`config.mk`:
```
export PLATFORM = sky130hd
export DESIGN_NAME = packet_deframer_reassembler_flat
export DESIGN_NICKNAME = d
export VERILOG_FILES = /design/src/pdr_pkg.sv /design/src/pdr_in_if.sv /design/src/pdr_out_if.sv /design/src/packet_deframer_reassembler.sv /design/src/pdr_core.sv /design/src/flat_wrapper.sv
export SDC_FILE = /design/constraint.sdc
export NUM_CORES = 1
export LEC_CHECK = 0
export BUFFER_PORTS_ARGS = -buffer_cell sky130_fd_sc_hd__buf_2
export CORE_ASPECT_RATIO = 1.75
export CORE_MARGIN = 4
export CORE_UTILIZATION = 43
export DETAILED_ROUTE_END_ITERATION = 10
export HOLD_SLACK_MARGIN = 0.06
export PLACE_DENSITY_LB_ADDON = 0.2
export SLEW_MARGIN = 40
export SYNTH_ARGS = -nofsm -noshare
export SYNTH_HDL_FRONTEND = slang
export SYNTH_HIERARCHICAL = 1
export SYNTH_SLANG_ARGS = --single-unit
```
`constraint.sdc`:
```
create_clock -name clk -period 7.4 [get_ports clk]
set_clock_uncertainty 0.2 [all_clocks]
set_input_delay 0 -clock clk [delete_from_list [all_inputs] [get_ports clk]]
set_output_delay 0 -clock clk [all_outputs]
set_load 0.02 [all_outputs]
```
`src/pdr_pkg.sv`:
```
package pdr_pkg;

  localparam int unsigned LEN_BITS       = 24;
  localparam int unsigned MAX_CFG_BITS   = 27;

  // A packet of this length keeps the message open.
  localparam logic [LEN_BITS-1:0]     FULL_PACKET_LEN = 24'hFF_FFFF;
  localparam logic [MAX_CFG_BITS-1:0] MAX_RESET       = 27'd67108864;

  // Header byte positions.
  localparam logic [1:0] HDR_LEN_LO  = 2'd0;
  localparam logic [1:0] HDR_LEN_MID = 2'd1;
  localparam logic [1:0] HDR_LEN_HI  = 2'd2;
  localparam logic [1:0] HDR_SEQ     = 2'd3;

  typedef struct packed {
    logic [7:0] payload_byte;
    logic       has_byte;
    logic       end_of_message;
    logic [7:0] pkt_seq;
    logic       overflow_error;
  } pdr_result_t;

endpackage

```
`src/pdr_in_if.sv`:
```
interface pdr_in_if;
  logic       valid;
  logic       ready;
  logic [7:0] rx_byte;

  modport source (output valid, output rx_byte, input ready);
  modport sink (input valid, input rx_byte, output ready);
endinterface

```
`src/pdr_out_if.sv`:
```
interface pdr_out_if;
  logic       valid;
  logic       ready;
  logic [7:0] payload_byte;
  logic       has_byte;
  logic       end_of_message;
  logic [7:0] pkt_seq;
  logic       overflow_error;

  modport source (
    output valid, output payload_byte, output has_byte, output end_of_message,
    output pkt_seq, output overflow_error, input ready
  );
  modport sink (
    input valid, input payload_byte, input has_byte, input end_of_message,
    input pkt_seq, input overflow_error, output ready
  );
endinterface

```
`src/packet_deframer_reassembler.sv`:
```
// Length-prefixed packet reassembler. Each packet on the byte stream starts
// with a 24-bit little-endian length and a sequence byte; every payload byte
// comes out as one result item, and a packet of length 0xFFFFFF continues the
// message while a shorter one ends it with end_of_message. The block accepts
// one byte per cycle while the result side takes items: the byte is first held in
// an input register, then the header and counter update
// writes the result register. Length bytes make no result; the sequence byte
// makes one only for an empty packet or an overflow. If the running total would pass cfg_wdata's limit, one
// overflow item is sent and all later bytes are dropped until reset.
module packet_deframer_reassembler #(
  parameter int unsigned TOTAL_COUNT_BITS = 27
) (
  input  logic                             clk,
  input  logic                             rst_n,
  pdr_in_if.sink                           in_ch,
  pdr_out_if.source                        out_ch,
  input  logic                             cfg_we,
  input  logic [pdr_pkg::MAX_CFG_BITS-1:0] cfg_wdata
);
  import pdr_pkg::*;

  logic                    stg_valid_r, stg_valid_nxt;
  logic [7:0]              stg_byte_r;
  logic                    out_valid_r, out_valid_nxt;
  pdr_result_t             out_res_r;
  logic [MAX_CFG_BITS-1:0] max_r;

  logic        stg_adv;
  logic        in_fire;
  logic        core_valid;
  pdr_result_t core_res;

  assign stg_adv     = stg_valid_r && (!out_valid_r || out_ch.ready);
  assign in_ch.ready = !stg_valid_r || stg_adv;
  assign in_fire     = in_ch.valid && in_ch.ready;

  pdr_core #(
    .TOTAL_COUNT_BITS(TOTAL_COUNT_BITS)
  ) u_core (
    .clk      (clk),
    .rst_n    (rst_n),
    .step     (stg_adv),
    .rx_byte  (stg_byte_r),
    .max_bytes(max_r),
    .res_valid(core_valid),
    .res      (core_res)
  );

  always_comb begin
    stg_valid_nxt = stg_valid_r;
    if (in_fire) begin
      stg_valid_nxt = 1'b1;
    end else if (stg_adv) begin
      stg_valid_nxt = 1'b0;
    end

    out_valid_nxt = out_valid_r;
    if (stg_adv) begin
      out_valid_nxt = core_valid;
    end else if (out_ch.ready) begin
      out_valid_nxt = 1'b0;
    end
  end

  always_ff @(posedge clk) begin
    if (!rst_n) begin
      stg_valid_r <= 1'b0;
      out_valid_r <= 1'b0;
      max_r       <= MAX_RESET;
    end else begin
      stg_valid_r <= stg_valid_nxt;
      out_valid_r <= out_valid_nxt;
      if (cfg_we) begin
        max_r <= cfg_wdata;
      end
    end
  end

  always_ff @(posedge clk) begin
    if (in_fire) begin
      stg_byte_r <= in_ch.rx_byte;
    end
    if (stg_adv && core_valid) begin
      out_res_r <= core_res;
    end
  end

  assign out_ch.valid          = out_valid_r;
  assign out_ch.payload_byte   = out_res_r.payload_byte;
  assign out_ch.has_byte       = out_res_r.has_byte;
  assign out_ch.end_of_message = out_res_r.end_of_message;
  assign out_ch.pkt_seq        = out_res_r.pkt_seq;
  assign out_ch.overflow_error = out_res_r.overflow_error;

  // A waiting result must never be overwritten by the next byte.
  a_no_overwrite: assert property (@(posedge clk) disable iff (!rst_n)
    out_valid_r && !out_ch.ready |-> !stg_adv)
    else $error("stage advanced over a stalled result");

  // After the overflow item leaves, nothing else is ever produced.
  a_silent_after_overflow: assert property (@(posedge clk) disable iff (!rst_n)
    out_valid_r && out_ch.ready && out_res_r.overflow_error |=> !out_valid_r)
    else $error("result produced after overflow");

  a_kind_exclusive: assert property (@(posedge clk) disable iff (!rst_n)
    out_valid_r |-> !(out_res_r.overflow_error &&
                      (out_res_r.has_byte || out_res_r.end_of_message)))
    else $error("overflow item carries data or end of message");

endmodule

```
`src/pdr_core.sv`:
```
module pdr_core #(
  parameter int unsigned TOTAL_COUNT_BITS = 27
) (
  input  logic                          clk,
  input  logic                          rst_n,
  input  logic                          step,
  input  logic [7:0]                    rx_byte,
  input  logic [pdr_pkg::MAX_CFG_BITS-1:0] max_bytes,
  output logic                          res_valid,
  output pdr_pkg::pdr_result_t          res
);
  import pdr_pkg::*;

  localparam int unsigned SUM_W =
    ((TOTAL_COUNT_BITS > LEN_BITS) ? TOTAL_COUNT_BITS : LEN_BITS) + 1;
  localparam int unsigned CMP_W = (SUM_W > MAX_CFG_BITS) ? SUM_W : MAX_CFG_BITS;
  localparam logic [CMP_W-1:0] TOTAL_CAP = (CMP_W'(1) << TOTAL_COUNT_BITS) - CMP_W'(1);

  logic                        in_payload_r, in_payload_nxt;
  logic [1:0]                  hdr_idx_r, hdr_idx_nxt;
  logic [LEN_BITS-1:0]         len_r, len_nxt;
  logic [LEN_BITS-1:0]         left_r, left_nxt;
  logic                        full_r, full_nxt;
  logic [7:0]                  seq_r, seq_nxt;
  logic [TOTAL_COUNT_BITS-1:0] total_r, total_nxt;
  logic                        halted_r, halted_nxt;

  logic [LEN_BITS-1:0] left_dec;
  logic [CMP_W-1:0]    sum;
  logic [CMP_W-1:0]    max_ext;
  logic [CMP_W-1:0]    limit;

  assign left_dec = left_r - LEN_BITS'(1);
  assign sum      = CMP_W'(total_r) + CMP_W'(len_r);
  assign max_ext  = CMP_W'(max_bytes);
  // The total register can never wrap: the limit saturates at its capacity.
  assign limit    = (max_ext > TOTAL_CAP) ? TOTAL_CAP : max_ext;

  always_comb begin
    in_payload_nxt = in_payload_r;
    hdr_idx_nxt    = hdr_idx_r;
    len_nxt        = len_r;
    left_nxt       = left_r;
    full_nxt       = full_r;
    seq_nxt        = seq_r;
    total_nxt      = total_r;
    halted_nxt     = halted_r;
    res_valid      = 1'b0;
    res            = '0;
    res.pkt_seq    = seq_r;

    if (step && !halted_r) begin
      if (in_payload_r) begin
        left_nxt           = left_dec;
        res_valid          = 1'b1;
        res.payload_byte   = rx_byte;
        res.has_byte       = 1'b1;
        res.end_of_message = (left_dec == '0) && !full_r;
        if (left_dec == '0) begin
          in_payload_nxt = 1'b0;
          hdr_idx_nxt    = HDR_LEN_LO;
          len_nxt        = '0;
          if (!full_r) begin
            total_nxt = '0;
          end
        end
      end else begin
        unique case (hdr_idx_r)
          HDR_LEN_LO: begin
            len_nxt[7:0] = rx_byte;
            hdr_idx_nxt  = HDR_LEN_MID;
          end
          HDR_LEN_MID: begin
            len_nxt[15:8] = rx_byte;
            hdr_idx_nxt   = HDR_LEN_HI;
          end
          HDR_LEN_HI: begin
            len_nxt[23:16] = rx_byte;
            hdr_idx_nxt    = HDR_SEQ;
          end
          HDR_SEQ: begin
            seq_nxt         = rx_byte;
            hdr_idx_nxt     = HDR_LEN_LO;
            len_nxt         = '0;
            full_nxt        = (len_r == FULL_PACKET_LEN);
            res.pkt_seq     = rx_byte;
            if (len_r == '0) begin
              res_valid          = 1'b1;
              res.end_of_message = 1'b1;
              total_nxt          = '0;
            end else if (sum > limit) begin
              res_valid          = 1'b1;
              res.overflow_error = 1'b1;
              halted_nxt         = 1'b1;
            end else begin
              total_nxt      = sum[TOTAL_COUNT_BITS-1:0];
              left_nxt       = len_r;
              in_payload_nxt = 1'b1;
            end
          end
          default: begin
            hdr_idx_nxt = HDR_LEN_LO;
          end
        endcase
      end
    end
  end

  always_ff @(posedge clk) begin
    if (!rst_n) begin
      in_payload_r <= 1'b0;
      hdr_idx_r    <= HDR_LEN_LO;
      len_r        <= '0;
      left_r       <= '0;
      full_r       <= 1'b0;
      seq_r        <= '0;
      total_r      <= '0;
      halted_r     <= 1'b0;
    end else begin
      in_payload_r <= in_payload_nxt;
      hdr_idx_r    <= hdr_idx_nxt;
      len_r        <= len_nxt;
      left_r       <= left_nxt;
      full_r       <= full_nxt;
      seq_r        <= seq_nxt;
      total_r      <= total_nxt;
      halted_r     <= halted_nxt;
    end
  end

endmodule

```
`src/flat_wrapper.sv`:
```
// flat-port wrapper written by rule: the top's interface ports become plain ports
module packet_deframer_reassembler_flat import pdr_pkg::*;
#(
  parameter int unsigned TOTAL_COUNT_BITS = 27
)
  (clk, rst_n, cfg_we, cfg_wdata, in_ch_valid, in_ch_rx_byte, in_ch_ready, out_ch_valid, out_ch_payload_byte, out_ch_has_byte, out_ch_end_of_message, out_ch_pkt_seq, out_ch_overflow_error, out_ch_ready);
  pdr_in_if in_ch_i ();
  pdr_out_if out_ch_i ();
  input  logic clk;
  input  logic rst_n;
  input  logic cfg_we;
  input  logic [pdr_pkg::MAX_CFG_BITS-1:0] cfg_wdata;
  input wire logic [$bits(in_ch_i.valid)-1:0] in_ch_valid;
  input wire logic [$bits(in_ch_i.rx_byte)-1:0] in_ch_rx_byte;
  output wire logic [$bits(in_ch_i.ready)-1:0] in_ch_ready;
  output wire logic [$bits(out_ch_i.valid)-1:0] out_ch_valid;
  output wire logic [$bits(out_ch_i.payload_byte)-1:0] out_ch_payload_byte;
  output wire logic [$bits(out_ch_i.has_byte)-1:0] out_ch_has_byte;
  output wire logic [$bits(out_ch_i.end_of_message)-1:0] out_ch_end_of_message;
  output wire logic [$bits(out_ch_i.pkt_seq)-1:0] out_ch_pkt_seq;
  output wire logic [$bits(out_ch_i.overflow_error)-1:0] out_ch_overflow_error;
  input wire logic [$bits(out_ch_i.ready)-1:0] out_ch_ready;
  assign in_ch_i.valid = in_ch_valid;
  assign in_ch_i.rx_byte = in_ch_rx_byte;
  assign in_ch_ready = in_ch_i.ready;
  assign out_ch_valid = out_ch_i.valid;
  assign out_ch_payload_byte = out_ch_i.payload_byte;
  assign out_ch_has_byte = out_ch_i.has_byte;
  assign out_ch_end_of_message = out_ch_i.end_of_message;
  assign out_ch_pkt_seq = out_ch_i.pkt_seq;
  assign out_ch_overflow_error = out_ch_i.overflow_error;
  assign out_ch_i.ready = out_ch_ready;
  packet_deframer_reassembler #(.TOTAL_COUNT_BITS(TOTAL_COUNT_BITS)) u_core (.clk(clk), .rst_n(rst_n), .in_ch(in_ch_i), .out_ch(out_ch_i), .cfg_we(cfg_we), .cfg_wdata(cfg_wdata));
endmodule
```
==> impl_metrics.json, run 1 <==
{
  "dieArea_sq_um": 21340,
  "clk_latency_ns": 0.43,
  "grt_overflow": 0,
  "cts_resized": 0,
  "dpl_cell_area_sq_um": 8589,
  "cts_tree": "built",
  "cts_num_sinks": 144,
  "track_usage_pct": 21.66,
  "start_util_pct": 43.74,
  "synth_async_sr_flop_share_pct": 0,
  "cts_root_buf": "clkbuf_16",
  "die_w_um": 112.2,
  "drc": 0,
  "yosysTopAreaCell": "dfxtp_1",
  "ys.flop_type": "dfxtp_1",
  "synth-edff-count": 27,
  "route.vias.total": 6998,
  "synth_nets": 984,
  "cp_data_required_time_ns": 7.51,
  "synth-seq-cells": 144,
  "rsz0062_at_grt": "false",
  "synth.top_cell.area_share_pct": 28.69,
  "firstDrtPassIters": 5,
  "synthesis.area_sq_um": 8163,
  "drive_gt1_share_pct": 12.81,
  "core_area_sq_um": 18660,
  "dp_hpwl_um": 16160,
  "nets": 1099,
  "postRouteAntennaNets": 0,
  "placementRows": 66,
  "ioPinCount": 61,
  "period_needed_ns": 5.564,
  "hold_violations": 0,
  "status": "completed",
  "cts_hold_buf": 69,
  "drv_cap": 0,
  "critical_path_class": "register to register",
  "p_leak_nw": 4.352,
  "cts_buffers": 17,
  "grt_pass1_wl_um": 36520,
  "finalWirelength_um": 22420,
  "finalInstanceArea_sq_um": 9923,
  "final-max-slew-violation-count": 0,
  "grt_pass1_vias": 7068,
  "gp_congestion": 0.8912,
  "slew_headroom_pct": 46.25,
  "ir_drop_v": 0.0001485,
  "critPathLaunchType": "register",
  "numPortBuffers": 60,
  "worstHoldPathType": "input port to register",
  "drt_iter0_markers": 294,
  "area_growth_pct": 21.57,
  "syn_avg_cell_area_sq_um": 9.203,
  "arrival_ns": 5.67,
  "cts.clk_slew.worst_paths_ns": 0.07,
  "routedWlPerCell_um": 17.88,
  "cts_post_setup_buffers_inserted": 0,
  "cts_buffer_depth": 2,
  "vias_per_cell": 5.581,
  "path_max_fanout": 5,
  "tns_ns": 0,
  "synth.area.top_cells": "dfxtp_1 (29%), edfxtp_1 (9.9%), ha_1 (8.6%), mux2i_1 (5.9%), nand2_1 (4.0%)",
  "ys_types": 83,
  "period_share_pct": 75.19,
  "ys_warn_count": 6,
  "dp_cells": 1152,
  "synth.most_common_cell": "dfxtp_1",
  "setup_viol": 0,
  "grt_max_degree": 54,
  "yosys-top-cells-count": "dfxtp_1 (117), nand2_1 (88), nor2_1 (58)",
  "tightestPinTransition_ns": 0.8063,
  "die_h_um": 190.3,
  "synth_seq_area_share_pct": 38.63,
  "cp-end-kind": "register",
  "antenna_found_initial": 0,
  "stdcell_count": 1254,
  "power_density_nw_per_um2": 192.9,
  "htreeDepth": 4,
  "timing.fmax_ghz": 0.1797,
  "syn-instance-count": 887
}
-- flip-flops by register name (all words and copies together), names as in the netlist, 2 cells and up --
signal,cells
u_core/out_ch.payload_byte,8
u_core/u_core/hdr_idx_r,2
u_core/u_core/left_r,24
u_core/out_ch.pkt_seq,8
u_core/u_core/total_r,27
u_core/u_core/len_r,24
u_core/u_core/seq_r,8
u_core/stg_byte_r,8
u_core/max_r,27
-- logic make-up after synthesis --
family                     after synthesis  share of synthesized area [%]
DFF                                    144                          38.63
and+or+nand+nor                        323                          20.94
xor gates and xnor gates                27                          2.897
muxes                                   50                          6.162
adders and majority gates               57                          8.829
AOI/OAI and AO/OA                      200                          17.64
buffers and inverters                   86                          4.905
-- per-stage QoR --
| step | worst slack [ns] | hold WS [ns] | total power, mW | utilization [%] |
|---|---|---|---|---|
| global placement | 2.120 | -0.02146 | 0.9711 | 46.02 |
| floorplan | 2.289 | -0.1011 | 0.9301 | - |
| CTS | 1.826 | 0.06198 | 1.935 | 53.16 |
| global route | 1.443 | 0.07018 | 1.986 | 53.16 |
| detailed placement | 2.025 | -0.01695 | 0.9727 | 46.02 |
| finish | 1.836 | 0.08873 | 1.915 | 53.17 |
-- power breakdown --
part | switching, mW | total (mW) | internal (mW)
clock network | 0.380 | 0.930 | 0.550
registers | 0.0165 | 0.829 | 0.812
logic | 0.0797 | 0.156 | 0.0766
-- layout by cell type, fill, tap and decap left out, drive strengths merged, types with 5 or more instances in the layout --
master / instances
dfxtp: 117
nand2: 89
dlygate4sd3: 69
buf: 68
nor2: 60
ha: 56
inv: 54
a21oi: 51
mux2i: 48
nor2b: 34
edfxtp: 27
a22o: 27
o21ai: 27
nand3: 25
and2: 23
nand4: 19
clkbuf: 17
xnor2: 17
nor3: 16
nor4: 15
a21o: 13
and3: 12
xor2: 10
o221a: 9
o22ai: 8
a31oi: 7
o31ai: 6
a211oi: 5
or3: 5
a21boi: 5
-- final timing paths --
check,start,end,slack [ns],cells past startpoint
max,u_core/u_core/len_r[0],u_core/out_ch.valid,1.84,21
min,in_ch_rx_byte[2],u_core/stg_byte_r[2],0.09,2
max reg2reg,u_core/u_core/len_r[0],u_core/out_ch.valid,1.84,21
min reg2reg,u_core/u_core/left_r[21],u_core/u_core/left_r[21],0.27,2
-- critical path: stages, from the launching register on --
cell and delay [ns]:
dfxtp_1 0.35, ha_1 0.24, fa_1 0.42, a211oi_1 0.24
o21ai_0 0.19, o21a_1 0.29, a41o_1 0.28, a2111oi_0 0.48
nor2b_1 0.21, xnor2_1 0.17, ha_1 0.32, o21a_1 0.16
o21ai_0 0.14, a21oi_1 0.08, nor4_1 0.29, a21o_1 0.22
nand3b_1 0.16, a21oi_1 0.18, nor2_1 0.06, nand2_1 0.09
a21boi_0 0.09, dlygate4sd3_1 0.58
-- area by class of cell --
cell class,instances,area [sq um]
well taps,238,297.8
clock inverters,15,215.2
flip-flops and latches,144,3153
fillers,1762,8740
inverters,45,168.9
diodes,1,2.502
clock buffers,17,425.4
repair buffers,137,1051
multi-input cells,657,4609
-- layer usage --
metal	up-vias	GRT usage, %	wire [um]
met5	-	0	0
met4	0	13.79	1338
met3	63	3.525	859
met2	185	39.83	12040
met1	3284	22.49	8183
li1	3466	-	-
Note: power is estimated with default switching activity, not from simulation.
==> inputs of run 2 (changes only) <==
==> constraint.sdc (replaced) <==
create_clock -name clk -period 4.54 [get_ports clk]
set_clock_uncertainty 0.2 [all_clocks]
set_input_delay 0 -clock clk [delete_from_list [all_inputs] [get_ports clk]]
set_output_delay 0 -clock clk [all_outputs]
set_load 0.02 [all_outputs]
==> impl_metrics.json, run 2 (synthesized netlist as in run 1, its figures left out) <==
{
  "reg2reg_from": "u_core/u_core/total_r[0]",
  "grt_overflow": 0,
  "cp_data_required_time_ns": 4.66,
  "dp_hpwl_um": 16900,
  "gp_congestion": 0.9062,
  "crit_path_end": "u_core/u_core/left_r[15]",
  "antenna_found_initial": 0,
  "area_growth_pct": 38.98,
  "postLayoutCoreUtil_pct": 60.79,
  "vias_per_cell": 5.556,
  "cts_buffers": 17,
  "cts_root_buf": "clkbuf_16",
  "grt_pass1_wl_um": 39070,
  "rsz0062_at_grt": "true",
  "route.vias.total": 7606,
  "tns_ns": -8.470,
  "drt_iter0_markers": 299,
  "r2r_cells": 24,
  "worstHoldPathType": "input port to register",
  "r2r_slack_ns": -0.20,
  "violations": "setup timing",
  "track_usage_pct": 23.10,
  "postRouteAntennaNets": 0,
  "status": "finished, violations left",
  "p_leak_nw": 5.072,
  "nets": 1215,
  "slew_headroom_pct": 46.82,
  "power_mw": 3.128,
  "drive_gt1_share_pct": 29.18,
  "arrival_ns": 4.86,
  "cts.clk_slew.worst_paths_ns": 0.06,
  "die_w_um": 112.2,
  "layout_common_cells": "buf_4 (126), dfxtp_1 (115), nand2_1 (87)",
  "numPortBuffers": 60,
  "period_share_pct": 104.5,
  "routedWlPerCell_um": 18.16,
  "setup_viol": 70,
  "clk_latency_ns": 0.43,
  "hold_violations": 0,
  "placementRows": 66,
  "top_regs": "u_core/max_r (27), u_core/u_core/total_r (27)",
  "power_density_nw_per_um2": 275.7,
  "finalWirelength_um": 24860,
  "firstDrtPassIters": 5,
  "cp-end-kind": "register",
  "layout_setup_ws_ns": -0.2039,
  "cts_buffer_depth": 2,
  "start_util_pct": 43.74,
  "final-max-slew-violation-count": 0,
  "grt_pass1_vias": 7606,
  "dieArea_sq_um": 21340,
  "critical_path_class": "register to register",
  "ir_drop_v": 0.0002435,
  "grt_max_degree": 81,
  "ioPinCount": 61,
  "n_antenna_cell": 0,
  "place_ws_ns": -0.4094,
  "drv_cap": 0,
  "drc": 0,
  "die_h_um": 190.3,
  "period_needed_ns": 4.744,
  "r2r_end": "u_core/u_core/left_r[15]",
  "hold_path_depth": 3,
  "htreeDepth": 4,
  "tightestPinTransition_ns": 0.7947,
  "cp-startpoint": "u_core/u_core/total_r[0]",
  "timing.fmax_ghz": 0.2108,
  "cts_num_sinks": 144,
  "critPathLaunchType": "register",
  "core_area_sq_um": 18660,
  "path_max_fanout": 8,
  "cts_tree": "built",
  "final_common_cell": "buf_4",
  "hold-worst-slack_ns": 0.07060
}
==> run 2: cell count changes in the layout (fill, tap and decap cells not counted), moves of 5 or more <==
| cell | change |
|---|---|
| a21oi_2 | +9 |
| inv_8 | -5 |
| o21ai_0 | -6 |
| o221a_2 | -5 |
| o221a_4 | +5 |
| buf_6 | +16 |
| a21oi_1 | -13 |
| buf_4 | +118 |
| dlygate4sd3_1 | -28 |
==> run 2: where the power goes <==
part           internal (mW)  switching (mW)  leakage, nW  total (mW)
Sequential              1.32          0.0190         1.19        1.34
Clock                  0.916           0.562        0.298        1.48
Combinational          0.148           0.158         3.58       0.307
==> run 2: worst max-delay path, stage by stage (launching register included) <==
cell and delay [ns]:
dfxtp_2 0.33, ha_4 0.16, fa_2 0.36, a211oi_2 0.19, o21ai_1 0.11, o21a_2 0.25, a41o_1 0.28, buf_6 0.15
nor2b_4 0.13, nor2_1 0.07, xor2_1 0.24, ha_1 0.31, nand3_2 0.11, nor3_4 0.05, buf_4 0.13, buf_4 0.13
nand4_1 0.09, o31ai_1 0.08, a21o_1 0.23, buf_6 0.13, buf_6 0.11, a31oi_4 0.23, buf_6 0.21, a21oi_1 0.06
o221a_2 0.28
==> run 2: area by class of cell <==
class                           instances  area (sq um)
Clock buffer                           17         425.4
Clock inverter                         15         192.7
Fill cell                            1612          7318
Inverter                               45         168.9
Multi-Input combinational cell        658          5070
Sequential cell                       144          3156
Tap cell                              238         297.8
Timing Repair Buffer                  252          2034
==> run 2: timing repair <==
action	in CTS	in global routing
setup buffers	29	9
endpoints found under the hold margin	87	0
resized for setup	57	53
gates cloned	5	3
pin swaps	34	48
setup endpoints to repair	74	74
hold buffers	41	0
==> run 2: how the worst min path moves through the flow <==
stage,start,to
6_report,cfg_we,u_core/max_r[17]
3_3_place_gp,in_ch_rx_byte[7],u_core/stg_byte_r[7]
5_1_grt,in_ch_rx_byte[5],u_core/stg_byte_r[5]
2_1_floorplan,in_ch_rx_byte[0],u_core/stg_byte_r[0]
3_5_place_dp,in_ch_rx_byte[0],u_core/stg_byte_r[0]
4_1_cts,cfg_we,u_core/max_r[8]
==> run 2: metrics by stage <==
stage | cells | cell area, sq um
finish | 1369 | 11340
floorplan | 887 | 8174
global placement | 1254 | 9392
CTS | 1359 | 11000
detailed placement | 1254 | 9392
global route | 1369 | 11340
==> run 2: per-layer routing <==
| layer | GRT usage [%] | wire length (um) | share of wire (%) | vias up |
|---|---|---|---|---|
| li1 | - | - | - | 3701 |
| met1 | 23.48 | 8956 | 36 | 3631 |
| met2 | 43.73 | 13520 | 54 | 193 |
| met3 | 3.144 | 788 | 3.2 | 81 |
| met4 | 14.25 | 1593 | 6.4 | 0 |
| met5 | 0 | 0 | 0 | - |
==> inputs of run 3 (changes only) <==
--- a/config.mk
+++ b/config.mk
@@ -8,7 +8,7 @@
 export BUFFER_PORTS_ARGS = -buffer_cell sky130_fd_sc_hd__buf_2
 export CORE_ASPECT_RATIO = 1.75
 export CORE_MARGIN = 4
-export CORE_UTILIZATION = 43
+export CORE_UTILIZATION = 45
 export DETAILED_ROUTE_END_ITERATION = 10
 export HOLD_SLACK_MARGIN = 0.06
 export PLACE_DENSITY_LB_ADDON = 0.2
==> impl_metrics.json, run 3 (synthesized netlist as in run 1, its figures left out) <==
{
  "status": "finished, violations left",
  "violations": "setup timing",
  "grt_pass1_vias": 7890,
  "ir_drop_v": 0.0003014,
  "drc": 0,
  "nets": 1229,
  "start_util_pct": 46.13,
  "layout_common_cells": "buf_4 (122), dfxtp_1 (112), nand2_1 (88)",
  "cts_num_sinks": 144,
  "cts_tree": "built",
  "drv_cap": 0,
  "fill_cells": 1439,
  "dp_hpwl_um": 16850,
  "slew_headroom_pct": 46.64,
  "core_area_sq_um": 17700,
  "vias_per_cell": 5.517,
  "grt_max_degree": 45,
  "critical_path_class": "register to register",
  "cp-end-kind": "register",
  "power_density_nw_per_um2": 275.8,
  "worstHoldPathType": "input port to register",
  "top_regs": "u_core/max_r (27), u_core/u_core/total_r (27)",
  "antenna_found_initial": 0,
  "postRouteAntennaNets": 0,
  "power_mw": 3.158,
  "cts_root_buf": "clkbuf_16",
  "track_usage_pct": 25.37,
  "multi_input_area_sq_um": 5020,
  "numPortBuffers": 60,
  "hold_violations": 0,
  "firstDrtPassIters": 4,
  "path_max_fanout": 6,
  "ioPinCount": 61,
  "arrival_ns": 4.74,
  "drt_iter0_markers": 295,
  "htreeDepth": 4,
  "postLayoutCoreUtil_pct": 64.71,
  "routedWlPerCell_um": 18.04,
  "dieArea_sq_um": 20440,
  "gp_congestion": 0.8824,
  "area_growth_pct": 40.30,
  "p_leak_nw": 5.167,
  "grt_pass1_wl_um": 39940,
  "hold-worst-slack_ns": 0.08548,
  "final-max-slew-violation-count": 0,
  "drive_gt1_share_pct": 27.07,
  "cp_data_required_time_ns": 4.66,
  "critPathLaunchType": "register",
  "period_share_pct": 101.9,
  "seq_area_sq_um": 3159,
  "grt_overflow": 0,
  "die_w_um": 109.8,
  "dpl_cell_area_sq_um": 9448,
  "cts_buffers": 17,
  "cts_buffer_depth": 2,
  "die_h_um": 186.2,
  "timing.fmax_ghz": 0.2162,
  "period_needed_ns": 4.625,
  "cts.clk_slew.worst_paths_ns": 0.06,
  "finalWirelength_um": 24820,
  "hold_path_depth": 2,
  "layout_setup_ws_ns": -0.08512,
  "tightestPinTransition_ns": 0.8004,
  "placementRows": 64,
  "n_antenna_cell": 0,
  "final_common_cell": "buf_4",
  "finalInstanceArea_sq_um": 11450,
  "setup_viol": 37,
  "rsz0062_at_grt": "true",
  "clk_latency_ns": 0.43,
  "r2r_cells": 19,
  "route.vias.total": 7592
}
==> run 3: cell count changes in the layout (fill, tap and decap cells not counted), sizes merged <==
cell         previous run  this run
dlygate4sd3            41        73
inv                    46        47
clkinv                  8         5
and4b                   2         1
buf                   208       193
==> run 3: area by class of cell <==
type | instances | share of cell area, %
sequential | 144 | 27.59
tap | 231 | 2.524
timing repair buffer | 267 | 19.19
clock inverter | 13 | 1.617
multi-input combinational | 657 | 43.83
inverter | 45 | 1.475
clock buffer | 19 | 3.780
==> run 3: where the power goes <==
group	internal [mW]	leakage (nW)	switching (mW)
registers	1.32	1.20	0.0190
clock network	0.922	0.298	0.576
logic	0.160	3.67	0.157
total	2.41	5.17	0.752
==> run 3: path summary, 6_finish.rpt <==
path	slack [ns]	end	start
max	-0.09	u_core/u_core/left_r[2]	u_core/u_core/len_r[0]
min	0.09	u_core/stg_byte_r[0]	in_ch_rx_byte[0]
max reg2reg	-0.09	u_core/u_core/left_r[2]	u_core/u_core/len_r[0]
min reg2reg	0.28	u_core/u_core/total_r[19]	u_core/u_core/total_r[19]
==> run 3: timing repair <==
item | CTS | global route
pin swaps | 32 | 23
endpoints found under the hold margin | 74 | 0
resized for setup | 31 | 51
buffers inserted | 11 | 4
endpoints found under the setup margin | 74 | 74
hold buffers | 73 | 0
cloned | 3 | 1
==> run 3: per-stage QoR <==
step                      TNS [ns]  cells  setup WS, ns
after floorplan                  0    887       0.01798
after global placement      -24.03   1254       -0.5004
after detailed placement    -30.41   1254       -0.5705
after CTS                  -0.8699   1372      -0.04431
after global routing        -14.08   1376       -0.2641
final                       -1.873   1376      -0.08512
==> run 3: routing by layer <==
| metal | wire length, um | track usage [%] |
|---|---|---|
| met5 | 0 | 0 |
| met4 | 1171 | 12.53 |
| met3 | 794 | 3.869 |
| met2 | 14020 | 48.78 |
| met1 | 8838 | 25.79 |
==> run 3: critical path, cell delays in order, from the launching register on <==
cell	delay (ns)
dfxtp_2	0.34
ha_4	0.16
fa_2	0.38
a211oi_2	0.19
o21ai_1	0.12
o21a_2	0.26
buf_4	0.16
o21a_1	0.17
nor2_2	0.13
xnor2_2	0.15
ha_1	0.30
a21oi_1	0.19
o211ai_1	0.13
o32a_1	0.35
nor4_2	0.25
a21o_2	0.21
nand3b_1	0.12
buf_4	0.16
or2_4	0.27
o221a_4	0.26
